File: src/design/teb_pkg.sv
`default_nettype none
package teb_pkg;

   localparam int ESCAPE_DEPTH_DEFAULT = 32;
   localparam int MAX_RESULTS          = 32;
   localparam int RUN_CNT_W            = 6;
   localparam int QUEUE_DEPTH          = 2;
   localparam int MAX_STR_W            = 21;
   localparam logic [MAX_STR_W-1:0] MAX_STR_RESET = 21'd65536;

   localparam logic [2:0] KIND_PRINT    = 3'd0;
   localparam logic [2:0] KIND_CONTROL  = 3'd1;
   localparam logic [2:0] KIND_SIMPLE   = 3'd2;
   localparam logic [2:0] KIND_DESIGN   = 3'd3;
   localparam logic [2:0] KIND_CSI      = 3'd4;
   localparam logic [2:0] KIND_STR_BYTE = 3'd5;
   localparam logic [2:0] KIND_STR_END  = 3'd6;

   // one queued job: a single result, or a run of stored CSI bytes
   typedef struct packed {
      logic                 is_run;
      logic [2:0]           kind;
      logic [30:0]          value;
      logic [7:0]           aux;
      logic                 priv;
      logic                 hold;
      logic [RUN_CNT_W-1:0] run_cnt;
   } cmd_type;

endpackage
`default_nettype wire

File: src/design/teb_queue.sv
`default_nettype none
module teb_queue (
   input  wire logic             clock,
   input  wire logic             reset,
   input  wire logic             push,
   input  teb_pkg::cmd_type      push_cmd,
   input  wire logic             pop,
   output teb_pkg::cmd_type      head_cmd,
   output logic                  empty,
   output logic                  full
);
   import teb_pkg::*;

   localparam int PW = $clog2(QUEUE_DEPTH);

   cmd_type          entry_ff [QUEUE_DEPTH];
   logic [PW-1:0]    wr_ptr_ff, wr_ptr_in;
   logic [PW-1:0]    rd_ptr_ff, rd_ptr_in;
   logic [PW:0]      fill_ff, fill_in;

   assign empty    = (fill_ff == '0);
   assign full     = (fill_ff == (PW+1)'(QUEUE_DEPTH));
   assign head_cmd = entry_ff[rd_ptr_ff];

   always_comb begin
      wr_ptr_in = push ? wr_ptr_ff + 1'b1 : wr_ptr_ff;
      rd_ptr_in = pop  ? rd_ptr_ff + 1'b1 : rd_ptr_ff;
      fill_in   = fill_ff + (PW+1)'(push) - (PW+1)'(pop);
   end

   always_ff @(posedge clock) begin
      if (reset) begin
         wr_ptr_ff <= '0;
         rd_ptr_ff <= '0;
         fill_ff   <= '0;
      end else begin
         wr_ptr_ff <= wr_ptr_in;
         rd_ptr_ff <= rd_ptr_in;
         fill_ff   <= fill_in;
      end
   end

   always_ff @(posedge clock) begin
      if (push) begin
         entry_ff[wr_ptr_ff] <= push_cmd;
      end
   end

endmodule
`default_nettype wire

File: src/design/teb_front.sv
`default_nettype none
module teb_front #(
   parameter int ESCAPE_DEPTH = teb_pkg::ESCAPE_DEPTH_DEFAULT
) (
   input  wire logic                              clock,
   input  wire logic                              reset,
   input  wire logic                              req_valid,
   input  wire logic [7:0]                        req_data_byte,
   output logic                                   req_stall,
   input  wire logic [teb_pkg::MAX_STR_W-1:0]     max_string_bytes,
   output logic                                   push,
   output teb_pkg::cmd_type                       push_cmd,
   input  wire logic                              q_full,
   input  wire logic                              run_done,
   output logic                                   esc_we,
   output logic [$clog2(ESCAPE_DEPTH)-1:0]        esc_waddr,
   output logic [7:0]                             esc_wdata
);
   import teb_pkg::*;

   localparam int AW = $clog2(ESCAPE_DEPTH);
   localparam int EW = $clog2(ESCAPE_DEPTH + 1);

   localparam logic [7:0] C_ESC  = 8'h1b;
   localparam logic [7:0] C_BEL  = 8'h07;
   localparam logic [7:0] C_QM   = 8'h3f;
   localparam logic [13:0] SYNC_MODE = 14'd2026;
   localparam logic [13:0] SYNC_SAT  = 14'd16383;

   typedef enum logic [1:0] {
      MODE_NORMAL,
      MODE_UTF8,
      MODE_ESCAPE,
      MODE_STRING
   } mode_type;

   mode_type            mode_ff, mode_in;
   logic [2:0]          u_cnt_ff, u_cnt_in;
   logic [2:0]          u_exp_ff, u_exp_in;
   logic [30:0]         acc_ff, acc_in;
   logic [EW-1:0]       esc_cnt_ff, esc_cnt_in;
   logic [7:0]          lead_ff, lead_in;
   logic [7:0]          second_ff, second_in;
   logic [7:0]          str_type_ff, str_type_in;
   logic [MAX_STR_W-1:0] str_cnt_ff, str_cnt_in;
   logic                str_pend_ff, str_pend_in;
   logic                hold_ff, hold_in;
   logic [13:0]         sp_ff, sp_in;
   logic                sf_digits_ff, sf_digits_in;
   logic                sf_found_ff, sf_found_in;
   logic                sf_bad_ff, sf_bad_in;
   logic                busy_ff, busy_in;

   logic                accept;
   logic [7:0]          b;
   logic                do_normal;
   logic                emit;
   logic [2:0]          u_next;
   logic [30:0]         acc_next;
   logic [EW-1:0]       cnt_new;
   logic [7:0]          lead;
   logic [7:0]          sec;
   logic [17:0]         sp_wide;
   logic                hit;

   assign b         = req_data_byte;
   assign req_stall = q_full | busy_ff;
   assign accept    = req_valid & ~req_stall;
   assign push      = accept & emit;

   always_comb begin
      mode_in      = mode_ff;
      u_cnt_in     = u_cnt_ff;
      u_exp_in     = u_exp_ff;
      acc_in       = acc_ff;
      esc_cnt_in   = esc_cnt_ff;
      lead_in      = lead_ff;
      second_in    = second_ff;
      str_type_in  = str_type_ff;
      str_cnt_in   = str_cnt_ff;
      str_pend_in  = str_pend_ff;
      hold_in      = hold_ff;
      sp_in        = sp_ff;
      sf_digits_in = sf_digits_ff;
      sf_found_in  = sf_found_ff;
      sf_bad_in    = sf_bad_ff;
      busy_in      = busy_ff;
      do_normal    = 1'b0;
      emit         = 1'b0;
      esc_we       = 1'b0;
      esc_waddr    = esc_cnt_ff[AW-1:0];
      esc_wdata    = b;
      push_cmd     = '0;
      u_next       = u_cnt_ff + 3'd1;
      acc_next     = {acc_ff[24:0], b[5:0]};
      cnt_new      = esc_cnt_ff + EW'(1);
      lead         = (esc_cnt_ff == '0) ? b : lead_ff;
      sec          = (esc_cnt_ff == EW'(1)) ? b : second_ff;
      sp_wide      = 18'(sp_ff) * 18'd10 + 18'(b[3:0]);
      hit          = 1'b0;

      if (run_done) begin
         busy_in = 1'b0;
      end

      if (accept) begin
         case (mode_ff)
            MODE_NORMAL: begin
               do_normal = 1'b1;
            end
            MODE_UTF8: begin
               if (b[7:6] != 2'b10) begin
                  u_cnt_in  = '0;
                  u_exp_in  = '0;
                  acc_in    = '0;
                  mode_in   = MODE_NORMAL;
                  do_normal = 1'b1;
               end else if (u_next == u_exp_ff) begin
                  emit           = 1'b1;
                  push_cmd.kind  = KIND_PRINT;
                  push_cmd.value = acc_next;
                  u_cnt_in       = '0;
                  u_exp_in       = '0;
                  acc_in         = '0;
                  mode_in        = MODE_NORMAL;
               end else if (u_next >= 3'd6 || u_next > u_exp_ff) begin
                  u_cnt_in = '0;
                  u_exp_in = '0;
                  acc_in   = '0;
                  mode_in  = MODE_NORMAL;
               end else begin
                  u_cnt_in = u_next;
                  acc_in   = acc_next;
               end
            end
            MODE_ESCAPE: begin
               if (b == C_ESC) begin
                  esc_cnt_in = '0;
               end else if (32'(esc_cnt_ff) >= 32'(ESCAPE_DEPTH)) begin
                  mode_in    = MODE_NORMAL;
                  esc_cnt_in = '0;
               end else begin
                  esc_we     = 1'b1;
                  esc_cnt_in = cnt_new;
                  if (esc_cnt_ff == '0) begin
                     lead_in      = b;
                     sp_in        = '0;
                     sf_digits_in = 1'b0;
                     sf_found_in  = 1'b0;
                     sf_bad_in    = 1'b0;
                  end
                  if (esc_cnt_ff == EW'(1)) begin
                     second_in = b;
                  end
                  case (lead)
                     8'h4e, 8'h4f, 8'h5c: begin
                        if (str_pend_ff) begin
                           emit         = 1'b1;
                           push_cmd.kind = KIND_STR_END;
                           push_cmd.aux  = str_type_ff;
                           str_pend_in  = 1'b0;
                        end
                        mode_in    = MODE_NORMAL;
                        esc_cnt_in = '0;
                     end
                     8'h50, 8'h5d, 8'h58, 8'h5e, 8'h5f: begin
                        str_type_in = lead;
                        str_cnt_in  = '0;
                        str_pend_in = 1'b0;
                        mode_in     = MODE_STRING;
                        esc_cnt_in  = '0;
                     end
                     8'h5b: begin
                        if (cnt_new > EW'(1)) begin
                           if (b >= 8'h40 && b <= 8'h7e) begin
                              hit = (32'(cnt_new) >= 32'd3) &&
                                    (b == 8'h68 || b == 8'h6c) &&
                                    (sf_found_ff ||
                                     (!sf_bad_ff && sf_digits_ff && sp_ff == SYNC_MODE));
                              if (hit) begin
                                 hold_in = (b == 8'h68);
                              end
                              emit            = 1'b1;
                              push_cmd.is_run = 1'b1;
                              push_cmd.kind   = KIND_CSI;
                              push_cmd.priv   = (sec == C_QM);
                              if (32'(cnt_new) > 32'(MAX_RESULTS)) begin
                                 push_cmd.run_cnt = RUN_CNT_W'(MAX_RESULTS);
                              end else begin
                                 push_cmd.run_cnt = RUN_CNT_W'(cnt_new);
                              end
                              busy_in    = 1'b1;
                              mode_in    = MODE_NORMAL;
                              esc_cnt_in = '0;
                           end else if (32'(cnt_new) >= 32'(ESCAPE_DEPTH)) begin
                              mode_in    = MODE_NORMAL;
                              esc_cnt_in = '0;
                           end else if (b < 8'h20 || b > 8'h3f) begin
                              mode_in    = MODE_NORMAL;
                              esc_cnt_in = '0;
                           end else if (esc_cnt_ff == EW'(1)) begin
                              if (b != C_QM) begin
                                 sf_bad_in = 1'b1;
                              end
                           end else if (!sf_found_ff && !sf_bad_ff) begin
                              if (b >= 8'h30 && b <= 8'h39) begin
                                 sp_in        = (sp_wide > 18'(SYNC_SAT)) ? SYNC_SAT
                                                                          : sp_wide[13:0];
                                 sf_digits_in = 1'b1;
                              end else if (b == 8'h3b) begin
                                 if (sf_digits_ff && sp_ff == SYNC_MODE) begin
                                    sf_found_in = 1'b1;
                                 end else begin
                                    sp_in        = '0;
                                    sf_digits_in = 1'b0;
                                 end
                              end else begin
                                 sf_bad_in = 1'b1;
                              end
                           end
                        end
                     end
                     8'h63: begin
                        emit           = 1'b1;
                        push_cmd.kind  = KIND_SIMPLE;
                        push_cmd.value = 31'(lead);
                        hold_in        = 1'b0;
                        mode_in        = MODE_NORMAL;
                        esc_cnt_in     = '0;
                     end
                     8'h67, 8'h3d, 8'h3e, 8'h37, 8'h38,
                     8'h44, 8'h45, 8'h48, 8'h4d: begin
                        emit           = 1'b1;
                        push_cmd.kind  = KIND_SIMPLE;
                        push_cmd.value = 31'(lead);
                        mode_in        = MODE_NORMAL;
                        esc_cnt_in     = '0;
                     end
                     8'h28, 8'h29: begin
                        if (32'(cnt_new) >= 32'd2) begin
                           emit           = 1'b1;
                           push_cmd.kind  = KIND_DESIGN;
                           push_cmd.value = 31'(lead);
                           push_cmd.aux   = sec;
                           mode_in        = MODE_NORMAL;
                           esc_cnt_in     = '0;
                        end
                     end
                     default: begin
                        mode_in    = MODE_NORMAL;
                        esc_cnt_in = '0;
                     end
                  endcase
               end
            end
            default: begin
               if (b == C_BEL) begin
                  emit          = 1'b1;
                  push_cmd.kind = KIND_STR_END;
                  push_cmd.aux  = str_type_ff;
                  mode_in       = MODE_NORMAL;
                  esc_cnt_in    = '0;
               end else if (b == C_ESC) begin
                  str_pend_in = 1'b1;
                  mode_in     = MODE_ESCAPE;
                  esc_cnt_in  = '0;
               end else if (str_cnt_ff < max_string_bytes) begin
                  emit           = 1'b1;
                  push_cmd.kind  = KIND_STR_BYTE;
                  push_cmd.value = 31'(b);
                  push_cmd.aux   = str_type_ff;
                  str_cnt_in     = str_cnt_ff + 1'b1;
               end
            end
         endcase

         if (do_normal) begin
            case (b)
               C_ESC: begin
                  mode_in    = MODE_ESCAPE;
                  esc_cnt_in = '0;
               end
               8'h0a, 8'h0d, 8'h08, 8'h09, 8'h0b, 8'h0c, 8'h07, 8'h0e, 8'h0f: begin
                  emit          = 1'b1;
                  push_cmd.kind = KIND_CONTROL;
                  case (b)
                     8'h0a:   push_cmd.value = 31'd0;
                     8'h0d:   push_cmd.value = 31'd1;
                     8'h08:   push_cmd.value = 31'd2;
                     8'h09:   push_cmd.value = 31'd3;
                     8'h0b:   push_cmd.value = 31'd4;
                     8'h0c:   push_cmd.value = 31'd5;
                     8'h07:   push_cmd.value = 31'd6;
                     8'h0e:   push_cmd.value = 31'd7;
                     default: push_cmd.value = 31'd8;
                  endcase
               end
               default: begin
                  if (!b[7]) begin
                     emit           = 1'b1;
                     push_cmd.kind  = KIND_PRINT;
                     push_cmd.value = 31'(b);
                  end else begin
                     u_cnt_in = 3'd1;
                     mode_in  = MODE_UTF8;
                     if (b[7:5] == 3'b110) begin
                        u_exp_in = 3'd2;
                        acc_in   = 31'(b[4:0]);
                     end else if (b[7:4] == 4'b1110) begin
                        u_exp_in = 3'd3;
                        acc_in   = 31'(b[3:0]);
                     end else if (b[7:3] == 5'b11110) begin
                        u_exp_in = 3'd4;
                        acc_in   = 31'(b[2:0]);
                     end else if (b[7:2] == 6'b111110) begin
                        u_exp_in = 3'd5;
                        acc_in   = 31'(b[1:0]);
                     end else if (b[7:1] == 7'b1111110) begin
                        u_exp_in = 3'd6;
                        acc_in   = 31'(b[0]);
                     end else begin
                        u_exp_in = 3'd0;
                        acc_in   = '0;
                     end
                  end
               end
            endcase
         end
      end

      push_cmd.hold = hold_in;
   end

   always_ff @(posedge clock) begin
      if (reset) begin
         mode_ff      <= MODE_NORMAL;
         u_cnt_ff     <= '0;
         u_exp_ff     <= '0;
         acc_ff       <= '0;
         esc_cnt_ff   <= '0;
         lead_ff      <= '0;
         second_ff    <= '0;
         str_type_ff  <= '0;
         str_cnt_ff   <= '0;
         str_pend_ff  <= 1'b0;
         hold_ff      <= 1'b0;
         sp_ff        <= '0;
         sf_digits_ff <= 1'b0;
         sf_found_ff  <= 1'b0;
         sf_bad_ff    <= 1'b0;
         busy_ff      <= 1'b0;
      end else begin
         mode_ff      <= mode_in;
         u_cnt_ff     <= u_cnt_in;
         u_exp_ff     <= u_exp_in;
         acc_ff       <= acc_in;
         esc_cnt_ff   <= esc_cnt_in;
         lead_ff      <= lead_in;
         second_ff    <= second_in;
         str_type_ff  <= str_type_in;
         str_cnt_ff   <= str_cnt_in;
         str_pend_ff  <= str_pend_in;
         hold_ff      <= hold_in;
         sp_ff        <= sp_in;
         sf_digits_ff <= sf_digits_in;
         sf_found_ff  <= sf_found_in;
         sf_bad_ff    <= sf_bad_in;
         busy_ff      <= busy_in;
      end
   end

endmodule
`default_nettype wire

File: src/design/teb_back.sv
`default_nettype none
module teb_back #(
   parameter int ESCAPE_DEPTH = teb_pkg::ESCAPE_DEPTH_DEFAULT
) (
   input  wire logic                              clock,
   input  wire logic                              reset,
   input  teb_pkg::cmd_type                       head_cmd,
   input  wire logic                              q_empty,
   output logic                                   pop,
   output logic                                   run_done,
   input  wire logic                              esc_we,
   input  wire logic [$clog2(ESCAPE_DEPTH)-1:0]   esc_waddr,
   input  wire logic [7:0]                        esc_wdata,
   output logic                                   rsp_valid,
   input  wire logic                              rsp_stall,
   output logic [2:0]                             rsp_kind,
   output logic [30:0]                            rsp_value,
   output logic [7:0]                             rsp_aux_byte,
   output logic                                   rsp_csi_private,
   output logic                                   rsp_hold,
   output logic                                   rsp_last
);
   import teb_pkg::*;

   localparam int AW = $clog2(ESCAPE_DEPTH);

   typedef enum logic {
      ST_IDLE,
      ST_RUN
   } state_type;

   state_type            state_ff;
   logic [AW-1:0]        idx_ff;
   logic [AW-1:0]        rd_addr;
   logic [RUN_CNT_W-1:0] cnt_ff;
   logic                 priv_ff;
   logic                 hold_ff;
   logic [7:0]           mem [ESCAPE_DEPTH];
   logic [7:0]           rdata_ff;
   logic                 out_free;
   logic                 run_last;

   logic                 valid_ff;
   logic [2:0]           kind_ff;
   logic [30:0]          value_ff;
   logic [7:0]           aux_ff;
   logic                 priv_out_ff;
   logic                 hold_out_ff;
   logic                 last_ff;

   assign rsp_valid       = valid_ff;
   assign rsp_kind        = kind_ff;
   assign rsp_value       = value_ff;
   assign rsp_aux_byte    = aux_ff;
   assign rsp_csi_private = priv_out_ff;
   assign rsp_hold        = hold_out_ff;
   assign rsp_last        = last_ff;

   assign out_free = ~valid_ff | ~rsp_stall;
   assign pop      = (state_ff == ST_IDLE) & ~q_empty & out_free;
   assign run_last = (RUN_CNT_W'(idx_ff) + RUN_CNT_W'(1)) == cnt_ff;
   assign run_done = (state_ff == ST_RUN) & out_free & run_last;

   // look one entry ahead so the stored byte is ready when the output frees
   always_comb begin
      if (state_ff == ST_RUN && out_free) begin
         rd_addr = idx_ff + 1'b1;
      end else if (state_ff == ST_RUN) begin
         rd_addr = idx_ff;
      end else begin
         rd_addr = '0;
      end
   end

   always_ff @(posedge clock) begin
      if (esc_we) begin
         mem[esc_waddr] <= esc_wdata;
      end
      rdata_ff <= mem[rd_addr];
   end

   always_ff @(posedge clock) begin
      if (reset) begin
         state_ff <= ST_IDLE;
         valid_ff <= 1'b0;
      end else begin
         if (out_free) begin
            valid_ff <= 1'b0;
         end
         case (state_ff)
            ST_IDLE: begin
               if (pop) begin
                  if (head_cmd.is_run) begin
                     state_ff <= ST_RUN;
                     idx_ff   <= '0;
                     cnt_ff   <= head_cmd.run_cnt;
                     priv_ff  <= head_cmd.priv;
                     hold_ff  <= head_cmd.hold;
                  end else begin
                     valid_ff    <= 1'b1;
                     kind_ff     <= head_cmd.kind;
                     value_ff    <= head_cmd.value;
                     aux_ff      <= head_cmd.aux;
                     priv_out_ff <= head_cmd.priv;
                     hold_out_ff <= head_cmd.hold;
                     last_ff     <= 1'b1;
                  end
               end
            end
            ST_RUN: begin
               if (out_free) begin
                  valid_ff    <= 1'b1;
                  kind_ff     <= KIND_CSI;
                  value_ff    <= 31'(rdata_ff);
                  aux_ff      <= '0;
                  priv_out_ff <= priv_ff;
                  hold_out_ff <= hold_ff;
                  last_ff     <= run_last;
                  idx_ff      <= idx_ff + 1'b1;
                  if (run_last) begin
                     state_ff <= ST_IDLE;
                  end
               end
            end
            default: begin
               state_ff <= ST_IDLE;
            end
         endcase
      end
   end

endmodule
`default_nettype wire

File: src/design/terminal_escape_byte_parser.sv
// Terminal output byte parser.
// Request channel: one raw byte per request on req_data_byte, taken when
// req_valid is high and req_stall low. Result channel: rsp_* fields, taken
// when rsp_valid is high and rsp_stall low; rsp_last marks the final result
// of one request's run, and a request may give no result at all.
// A request is classified as it is taken and its work goes into a two-entry
// job queue. Plain bytes, controls, escapes and string bytes go one per
// cycle while neither side stalls. A finished CSI sequence of N bytes (at
// most 32) is read back from the escape store one byte a cycle while the
// result side does not stall, occupying the result port for its N bytes,
// and req_stall stays high until its last byte reaches the output register.
// A stall on the result side holds the output register; the queue fills and
// then req_stall rises. Reset (synchronous) returns the parser to normal
// mode, clears the hold flag and the queue, and sets max_string_bytes to
// 65536. The escape store needs no clearing.
// The register max_string_bytes lies at address 0 of the APB-style port.
`default_nettype none
module terminal_escape_byte_parser #(
   parameter int ESCAPE_DEPTH = teb_pkg::ESCAPE_DEPTH_DEFAULT
) (
   input  wire logic         clock,
   input  wire logic         reset,
   input  wire logic         req_valid,
   output logic              req_stall,
   input  wire logic [7:0]   req_data_byte,
   output logic              rsp_valid,
   input  wire logic         rsp_stall,
   output logic [2:0]        rsp_kind,
   output logic [30:0]       rsp_value,
   output logic [7:0]        rsp_aux_byte,
   output logic              rsp_csi_private,
   output logic              rsp_hold,
   output logic              rsp_last,
   input  wire logic         psel,
   input  wire logic         penable,
   input  wire logic         pwrite,
   input  wire logic [1:0]   paddr,
   input  wire logic [31:0]  pwdata,
   output logic [31:0]       prdata,
   output logic              pready
);
   import teb_pkg::*;

   localparam int AW = $clog2(ESCAPE_DEPTH);
   localparam logic [1:0] ADDR_MAX_STRING = 2'd0;

   logic [MAX_STR_W-1:0] max_str_ff;
   cmd_type              push_cmd;
   cmd_type              head_cmd;
   logic                 push;
   logic                 pop;
   logic                 q_empty;
   logic                 q_full;
   logic                 run_done;
   logic                 esc_we;
   logic [AW-1:0]        esc_waddr;
   logic [7:0]           esc_wdata;

   assign pready = 1'b1;
   assign prdata = 32'(max_str_ff);

   always_ff @(posedge clock) begin
      if (reset) begin
         max_str_ff <= MAX_STR_RESET;
      end else if (psel && penable && pwrite && paddr == ADDR_MAX_STRING) begin
         max_str_ff <= pwdata[MAX_STR_W-1:0];
      end
   end

   teb_front #(.ESCAPE_DEPTH(ESCAPE_DEPTH)) u_front (
      .clock            (clock),
      .reset            (reset),
      .req_valid        (req_valid),
      .req_data_byte    (req_data_byte),
      .req_stall        (req_stall),
      .max_string_bytes (max_str_ff),
      .push             (push),
      .push_cmd         (push_cmd),
      .q_full           (q_full),
      .run_done         (run_done),
      .esc_we           (esc_we),
      .esc_waddr        (esc_waddr),
      .esc_wdata        (esc_wdata)
   );

   teb_queue u_queue (
      .clock    (clock),
      .reset    (reset),
      .push     (push),
      .push_cmd (push_cmd),
      .pop      (pop),
      .head_cmd (head_cmd),
      .empty    (q_empty),
      .full     (q_full)
   );

   teb_back #(.ESCAPE_DEPTH(ESCAPE_DEPTH)) u_back (
      .clock           (clock),
      .reset           (reset),
      .head_cmd        (head_cmd),
      .q_empty         (q_empty),
      .pop             (pop),
      .run_done        (run_done),
      .esc_we          (esc_we),
      .esc_waddr       (esc_waddr),
      .esc_wdata       (esc_wdata),
      .rsp_valid       (rsp_valid),
      .rsp_stall       (rsp_stall),
      .rsp_kind        (rsp_kind),
      .rsp_value       (rsp_value),
      .rsp_aux_byte    (rsp_aux_byte),
      .rsp_csi_private (rsp_csi_private),
      .rsp_hold        (rsp_hold),
      .rsp_last        (rsp_last)
   );

endmodule
`default_nettype wire

File: config.mk
export PLATFORM = sky130hd
export DESIGN_NAME = terminal_escape_byte_parser
export DESIGN_NICKNAME = d
export VERILOG_FILES = /design/src/design/teb_pkg.sv /design/src/design/teb_queue.sv /design/src/design/teb_front.sv /design/src/design/teb_back.sv /design/src/design/terminal_escape_byte_parser.sv
export SDC_FILE = /design/constraint.sdc
export NUM_CORES = 1
export LEC_CHECK = 0
export ABC_AREA = 1
export BUFFER_PORTS_ARGS = -buffer_cell sky130_fd_sc_hd__clkbuf_2
export CAP_MARGIN = 10
export CORE_ASPECT_RATIO = 0.9
export CORE_MARGIN = 2
export CORE_UTILIZATION = 60
export DETAILED_ROUTE_END_ITERATION = 8
export PLACE_DENSITY = 0.74
export RECOVER_POWER = 25
export SYNTH_ARGS = -nofsm -noshare
export SYNTH_HDL_FRONTEND = slang
export SYNTH_SLANG_ARGS = --single-unit
File: constraint.sdc
create_clock -name clock -period 15.8 [get_ports clock]
set_clock_uncertainty 0.1 [all_clocks]
set_input_delay 4.74 -clock clock [delete_from_list [all_inputs] [get_ports clock]]
set_output_delay 4.74 -clock clock [all_outputs]
set_load 0.03 [all_outputs]
* After elaboration in Yosys (flattened, before gate mapping) *
Memory sizes are Yosys's and may differ from the RTL's. A register that Yosys moved wholly into a read port is not among the register bits.
Cells that the tools add are included.

word-level totals
  bits in registers = 195
  RAM bits = 358
  memory bits (read-only) = 64
  input port bits = 49
  output and inout port bits = 80
  logic and storage cells = 422
  memories = 3

cells by class
  $add $sub $neg = 10
  multiply operators = 1
  order comparisons = 16
  equality and inequality tests = 58
  muxes and demuxes = 245
  bitwise gates (word level) = 17
  reductions and logical operators = 40

memories
  memory            words  width  rd ports  clocked after memory_dff  wr ports  RTL line          source
  u_back.mem        32     8      1         1                         1         teb_back.sv:38    logic [7:0] mem [ESCAPE_DEPTH];
  u_queue.entry_ff  2      51     1         1                         1         teb_queue.sv:16   cmd_type entry_ff [QUEUE_DEPTH];
  (name not given)  16     4      1         0                         0         teb_front.sv:286  case (b)

operators with widths
  operator                                              number
  2-to-1 mux 31 bit                                     17
  2-to-1 mux 14 bit                                     12
  equality test 8 x 7 -> 1 bit (second input constant)  17
  2-to-1 mux 44 bit                                     3
  2-to-1 mux 21 bit                                     6
  case mux 31 bit (2 select lines)                      2
  2-to-1 mux 6 bit                                      19
  2-to-1 mux 1 bit                                      103
  2-to-1 mux 34 bit                                     3
  case mux 34 bit (3 select lines)                      1
  2-to-1 mux 42 bit                                     2
  2-to-1 mux 3 bit                                      24
  case mux 34 bit (2 select lines)                      1
  equality test 8 x 4 -> 1 bit (second input constant)  8
  equality test 8 x 6 -> 1 bit (second input constant)  8
  2-to-1 mux 8 bit                                      7
  case mux 8 bit (2 select lines)                       3
  case mux 21 bit (2 select lines)                      1
  2-to-1 mux 41 bit                                     1
  2-to-1 mux 2 bit                                      14
  2-to-1 mux 5 bit                                      5
  case mux 6 bit (2 select lines)                       2
  adder 21 x 1 -> 21 bit (second input constant)        1
  < comparator 21 bit                                   1
  65 further kinds                                      126

* Logic depth before layout (Yosys ltp) *
Gate-level depths: netlist (run 1).

  word-level depth = 15
  depth in mapped cells = 25
  gate-level depth less buffers = 24

* By module *
From an unflattened synthesis (run 1), not the netlist that was laid out.

unflattened totals
  cell total of the unflattened synthesis = 3309
  area, all modules = 28892.7 µm²

by module, submodules not included
  module                       instances  cells an instance  area an instance (µm²)  seq. area each (µm²)
  teb_back                     1          1380               14248.7                 9629.2
  teb_front                    1          1583               9442.8                  2082.0
  teb_queue                    1          190                4160.2                  3163.0
  terminal_escape_byte_parser  1          156                1041.0                  420.4

* Worst setup path after synthesis (run 1) *
Ideal clock, no wire load.

  kind = input -> register
  start point = input rsp_stall
  end point = register u_back.aux_ff[0], in the netlist u_back.rsp_aux_byte[0], enable pin
  setup time = 0.503 ns
  arrival time = 8.335 ns
  required time = 15.197 ns
  slack = 6.862 ns
  stages on the path = 5
  buffers on the path = 0
  path through = nand2_1 nand2_1 nor2_1 a31oi_1 nor3_1

on the way
  cells in the longest elaborated chain, start to end = 5
  elaborated cells between the ends (all ways) = 6
  classes of those cells = eq/ne (2); bitwise (3); reduce/logical (1)

ends and longest elaborated chain
  what                             RTL line                           source
  from (decl)                      terminal_escape_byte_parser.sv:27  input wire logic rsp_stall,
  NOT 1 bit                        teb_back.sv:59                     assign out_free = ~valid_ff | ~rsp_stall;
  bitwise OR 1 bit                 teb_back.sv:59
  AND 1 bit                        teb_back.sv:60                     assign pop = (state_ff == ST_IDLE) & ~q_empty & out_free;
  net pop                          terminal_escape_byte_parser.sv:51  logic pop;
  inequality test 2 bit (no line)  --
  AND reduction 4 bit (no line)    --
  to (signal assigned)             teb_back.sv:103                    aux_ff <= head_cmd.aux;
  to (decl)                        teb_back.sv:46                     logic [7:0] aux_ff;

The timed path passes the listed nets, and every way through them passes these cells.
A chain may end at the register's enable or synchronous reset.

* Worst setup path in the final report (run 1) *
  start point = input req_data_byte[2]
  end point = memory u_back.mem[27][1], enable pin

on the way
  cells in the longest elaborated chain, start to end = 6

ends and longest elaborated chain
  what                                    RTL line                           source
  from (decl)                             terminal_escape_byte_parser.sv:25  input wire logic [7:0] req_data_byte,
  equality test 8 x 5 -> 1 bit            teb_front.sv:137                   if (b == C_ESC) begin
  2-to-1 mux 1 bit                        teb_front.sv:137
  2-to-1 mux 1 bit                        teb_front.sv:107                   case (mode_ff)
  2-to-1 mux 1 bit                        teb_front.sv:106                   if (accept) begin
  2-to-1 mux 1 bit                        teb_back.sv:76                     if (esc_we) begin
  2-to-1 mux 1 bit (implied by the code)  teb_back.sv:77                     mem[esc_waddr] <= esc_wdata;
  to (decl)                               teb_back.sv:38

No other way between the ends.

==> metrics.txt, run 1 <==
#FFs+latches synth roughly 560; asr flop ratio synth 0; Leak about 11 nW; Ys Warns 0; Finish-stage setup viols 0; largest net degree at the start of global routing 77; Worst Hold Class flip-flop to flip-flop; slew margin rel. -0.5799; max_cap viols 10; Int Power around 2.6 mW; TritonRoute pass-1 iters 6; Unique masters post-synth ~60; max-slew violations approximately 440; Startpoint Class primary input; vias per cell about 6.1; sequential power share 0.457; die height between 200 and 250 µm; Slowest cell on crit path clkbuf_1; setup TNS 0 ps; fin crit period ~9900 ps; Clock Latency Late Sink 620 ps; maximum VDD drop ~0.083 mV; Initial Utilization 0.6098; Placed Area 0.02703 mm²; WL per Instance between 15 and 20 µm; Setup CP Type primary input to flip-flop; Post-CTS Setup Inserts 0; Vias 20550; row count 72; P_sw ~1.1 mW; Power Density roughly 130 mW/mm²; Overflow after GRT 0; crit-path cells clkbuf_2 -> clkbuf_1 -> inv_2 -> nand2_1 -> nor2_1 -> inv_2 -> nor4_4 -> inv_2 -> nand2_2 -> nor2_2 -> nand2_1 -> nor2_1; setup ws final roughly 5900 ps; CP Max Fanout 41; post-CTS sizing 0; period utilisation layout 0.6261; RePlAce Congestion ~0.94; mean post-synth cell area 9.598 µm²; vias in the first global route roughly 19000; Clk pwr share 0.351; Place WS about 7000 ps; most used cell, CP inv_2; die extent in x 224.5 µm; Post-synth top flop edfxtp_1; hold_sp u_front.str_type_ff[5]; CP Launch Point req_data_byte[2]; layout cells sized above 1 0.09699; Final ANT Viol Nets 0; Core ar. between 0.04 and 0.05 mm²; R2R Setup Slk between 10000 and 15000 ps; hold path depth 2; DRT Wirelength 64200 µm; number of synthesized flops with an enable pin about 420; Mapped Area 0.02626 mm²; worst slew pin tran approximately 2400 ps; commonest non-fill, non-tap cell in the layout edfxtp_1; Syn Inst Count roughly 2700; CTS sink count between 500 and 600; largest area contributor in the netlist edfxtp_1; initial antenna violation count 1; die area approximately 0.045 mm²; global-route wire length before repair just over 100000 µm; required time of the critical path 15940 ps; Design Power between 3 and 4 mW; Levels on crit path 12; part of the Yosys area used for sequential elements 0.5825; Fmax between 100 and 150 MHz; Antenna Cells 0; drc violations 0; switching portion of total power 0.2989; CTS tree yes; Synth area leaders edfxtp_1, dfxtp_1, nand2_1, nor2_1, o21ai_0; failing checks capacitance limit, slew limit; Worst path max stage delay around 1700 ps; Setup crit end kind flip-flop; Clock Path Buffers 3; RSZ-0062 raised after global routing false; final instance area around 0.029 mm²; Synth top area share 0.4757; HPWL after detailed placement 40690 µm; most frequent cells in the layout edfxtp_1, nand2_1, nor2_1; Comb pwr share 0.192; Hold Vio Cnt, Final 0; family with the most delay on the worst path simple AND/OR/NAND/NOR gates; H-tree depth 2; Bufs and invs on worst path 5; GRT Overall Usage 0.2801; Starting DRT DRC Count 2594; PortBufs 105; clock slew at reported path FFs 60 ps; outcome finished, violations left; Post-CTS Hold Buffers 0; CTS Buf Count 54; IO Pins 129; clock root cell clkbuf_16; area delta synth->final 9.797%; Nets 2892; Critical Path AT between 10000 and 15000 ps; worst-case reg-to-reg path depth 12; Crit Reg-Reg Startpoint u_back.state_ff
==> layer usage <==
| layer | up-vias | GRT usage | routed length (µm) |
|---|---|---|---|
| met2 | 970 | 0.4351 | 29100 |
| met5 | - | 0 | 0 |
| met4 | 0 | 0.08633 | 1454 |
| met3 | 112 | 0.04848 | 5710 |
| met1 | 9789 | 0.4060 | 27940 |
| li1 | 9679 | - | - |
==> power by group through the flow <==
stage,combinational (mW),clock (mW),sequential (mW)
after CTS,0.715,1.33,1.72
after floorplan,0.419,0,1.81
after global routing,0.796,1.38,1.72
final,0.723,1.32,1.72
after detailed placement,0.710,0,1.75
after global placement,0.690,0,1.74
==> flip-flops by register name, summed over array words and instances (netlist names), 6 cells and up, named ones only <==
register             cells
u_queue.entry_ff       102
u_back.rsp_value        31
u_front.str_cnt_ff      21
u_back.rsp_aux_byte      8
u_front.acc_ff          25
max_str_ff              21
u_back.cnt_ff            6
u_front.lead_ff          8
u_front.sp_ff           14
u_front.str_type_ff      8
u_front.esc_cnt_ff       6
u_front.second_ff        8
u_back.mem             256
u_back.rdata_ff          8
==> cell type report <==
| type | instances | area, µm² |
|---|---|---|
| sequential | 556 | 15290 |
| multi-input combinational | 1804 | 9462 |
| clock buffer | 70 | 1463 |
| inverter | 235 | 884.6 |
| fill | 3319 | 14230 |
| timing repair buffer | 128 | 664.4 |
| tap | 555 | 694.4 |
| clock inverter | 32 | 369.1 |
==> synth_stat cells, types with 2 or more instances <==
library cell and number:
a211oi_1 6, a21boi_1 2, a21oi_1 186, a221oi_1 2, a22oi_1 24, a31oi_1 16, buf_1 3, buf_2 27
buf_4 16, buf_6 3, clkbuf_1 101, clkinv_1 3, conb_1 2, dfxtp_1 140, edfxtp_1 416, fa_1 2
ha_1 62, inv_1 214, inv_2 17, nand2_1 404, nand2_2 20, nand2_4 6, nand3_1 87, nand3b_1 4
nand4_1 55, nor2_1 391, nor2_2 8, nor2_4 7, nor3_1 55, nor3b_1 3, nor4_1 11, o2111ai_1 10
o211ai_1 13, o21a_1 5, o21ai_0 253, o21ai_1 3, o221ai_1 56, o22ai_1 48, or2_1 2, xnor2_1 8
xor2_1 27
==> final timing paths <==
check / endpoint
setup / recovery: u_back.mem[27][1]
hold / removal: u_front.str_type_ff[5]
setup reg to reg: u_back.rdata_ff[2]
hold reg to reg: u_front.str_type_ff[5]
==> worst min-delay path: cells and delay by family (launching register included) <==
family / cells / cell delay [ps]
buffers and inverters: 1 / 60
flip-flops: 1 / 310
AND/OR/NAND/NOR: 1 / 50
==> metrics by stage <==
stage,hold slack (ps),std cells,util
floorplan,329.7,2746,-
global placement,345.6,3278,0.6278
detailed placement,350.3,3278,0.6278
CTS,360.2,3380,0.6703
global route,388.0,3380,0.6695
finish,360.3,3380,0.6695
==> logic make-up after synthesis <==
logic type | after synthesis | share of synthesized area
flops | 556 | 0.5825
xor+xnor | 35 | 0.01167
compound gates | 632 | 0.1393
other cells | 2 | 0.0002860
simple gates | 1061 | 0.1751
buf+inv | 386 | 0.06013
fa+ha+maj | 64 | 0.03107
No activity file was read; power rests on OpenSTA's default activity.
==> run 2, diff against run 1 <==
==> constraint.sdc (replaced) <==
create_clock -name clock -period 10.2 [get_ports clock]
set_clock_uncertainty 0.1 [all_clocks]
set_input_delay 3.06 -clock clock [delete_from_list [all_inputs] [get_ports clock]]
set_output_delay 3.06 -clock clock [all_outputs]
set_load 0.03 [all_outputs]
==> run 2 against run 1 <==
Effect of this change:
- the flow still finishes with violations (capacitance limit, slew limit)
- combinational power rose by 56%
- clock power rose by 56%
- count of clock-buffer cells in the layout fell by 1
- critical path depth fell by 2
- register-to-register slack got worse by 5400 ps
- setup slack got worse by 3700 ps
- final area barely moved
- global-route usage rose by 0.28 points
- sequential power rose by 54%
- first-iteration DRC count rose by 0.73%
- largest power group unchanged
==> metrics.txt, run 2 (synthesis results as in run 1) <==
CP Max Fanout 45; max_cap viols 7; setup TNS 0 ps; setup ws final 2182 ps; Post-CTS Setup Inserts 0; Overflow after GRT 0; RSZ-0062 raised after global routing false; max-slew violations ~320; Hold Vio Cnt, Final 0; Core ar. around 0.043 mm²; Final ANT Viol Nets 0; die extent in x 224.5 µm; HPWL after detailed placement 40500 µm; Leak around 11 nW; Finish-stage setup viols 0; Starting DRT DRC Count about 2600; slew margin rel. -0.6918; global-route wire length before repair between 100000 and 150000 µm; die height 202.5 µm; required time of the critical path about 10000 ps; Initial Utilization 0.6098; failing checks capacitance limit, slew limit; vias per cell between 6 and 7; layout cells sized above 1 0.09596; Clock Latency Late Sink 620 ps; drc violations 0; clock root cell clkbuf_16; largest register by flop count u_back.mem; Design Power between 5 and 6 mW; GRT Overall Usage 0.2829; Clock Path Buffers 3; vias in the first global route between 15000 and 20000; Setup CP Type primary input to flip-flop; Largest register FFs about 260; Worst Hold Class flip-flop to flip-flop; RePlAce Congestion approximately 0.94; Power Density around 200 mW/mm²; Setup crit end kind flip-flop; die area 0.04546 mm²; Vias between 20000 and 25000; Antenna Cells 0; PortBufs between 100 and 150; fin crit period 8018 ps; area delta synth->final 9.792%; commonest non-fill, non-tap cell in the layout edfxtp_1; post-CTS sizing 0; period utilisation layout 0.7861; outcome finished, violations left; maximum VDD drop 0.1174 mV; initial antenna violation count 0; TritonRoute pass-1 iters 7; final instance area 0.02883 mm²; DRT Wirelength between 60000 and 70000 µm; WL per Instance around 19 µm; worst slew pin tran around 2500 ps; clock slew at reported path FFs around 60 ps; Nets around 2900; Startpoint Class primary input; Fmax 124.7 MHz; worst hold slack 358.7 ps; most frequent cells in the layout edfxtp_1, nand2_1, nor2_1; H-tree depth 2; Critical Path AT roughly 8200 ps; Post-CTS Hold Buffers 0; CTS Buf Count 56; CTS tree yes; CTS sink count approximately 560; row count 72; IO Pins roughly 130; largest net degree at the start of global routing around 110; Place WS ~3100 ps; Placed Area 0.02702 mm²
run 2: cell count changes in the layout (fill, tap and decap cells not counted):
cell	previous run	this run
clkbuf_8	3	0
clkbuf_2	104	102
clkinv_2	11	9
clkinv_4	1	3
inv_6	0	2
clkbuf_1	21	22
clkbuf_16	55	56
clkinv_1	12	13
clkinvlp_4	2	1
run 2: final timing paths:
| path | startpoint | slack [ps] | to | cells past startpoint |
|---|---|---|---|---|
| min reg2reg | u_front.str_type_ff[7] | 360 | u_front.str_type_ff[7] | 2 |
| min | u_front.str_type_ff[7] | 360 | u_front.str_type_ff[7] | 2 |
| max | req_data_byte[7] | 2180 | u_back.mem[28][1] | 10 |
| max reg2reg | u_back.state_ff | 5200 | u_back.rdata_ff[1] | 12 |
run 2: layout make-up:
type	count	area [µm²]
Sequential cell	556	15290
Fill cell	3337	14230
Multi-Input combinational cell	1804	9462
Clock buffer	69	1450
Inverter	235	884.6
Tap cell	555	694.4
Timing Repair Buffer	126	654.4
Clock inverter	34	390.4
run 2: power by group:
part	internal [mW]	switching, mW	leakage, nW
combinational	0.283	0.847	4.68
clock	1.19	0.866	0.895
sequential	2.60	0.0486	4.93
run 2: per-layer routing:
metal | up-vias | global-route usage | share of wire
li1 | 9661 | - | -
met1 | 9715 | 0.4130 | 0.44
met2 | 957 | 0.4408 | 0.45
met3 | 107 | 0.04718 | 0.088
met4 | 0 | 0.07947 | 0.020
met5 | - | 0 | 0
run 2: through the flow:
step           cells    util
2_1_floorplan   2746       -
3_3_place_gp    3276  0.6274
3_5_place_dp    3276  0.6274
4_1_cts         3379  0.6702
5_1_grt         3379  0.6695
6_report        3379  0.6695
run 2: critical path, cell delays in order:
cell	delay, ps
clkbuf_2	70
clkbuf_1	1770
nor2_1	170
inv_1	310
nor4_4	120
inv_2	190
nand2_2	120
nor2_2	800
nand2_1	640
nor2_1	860
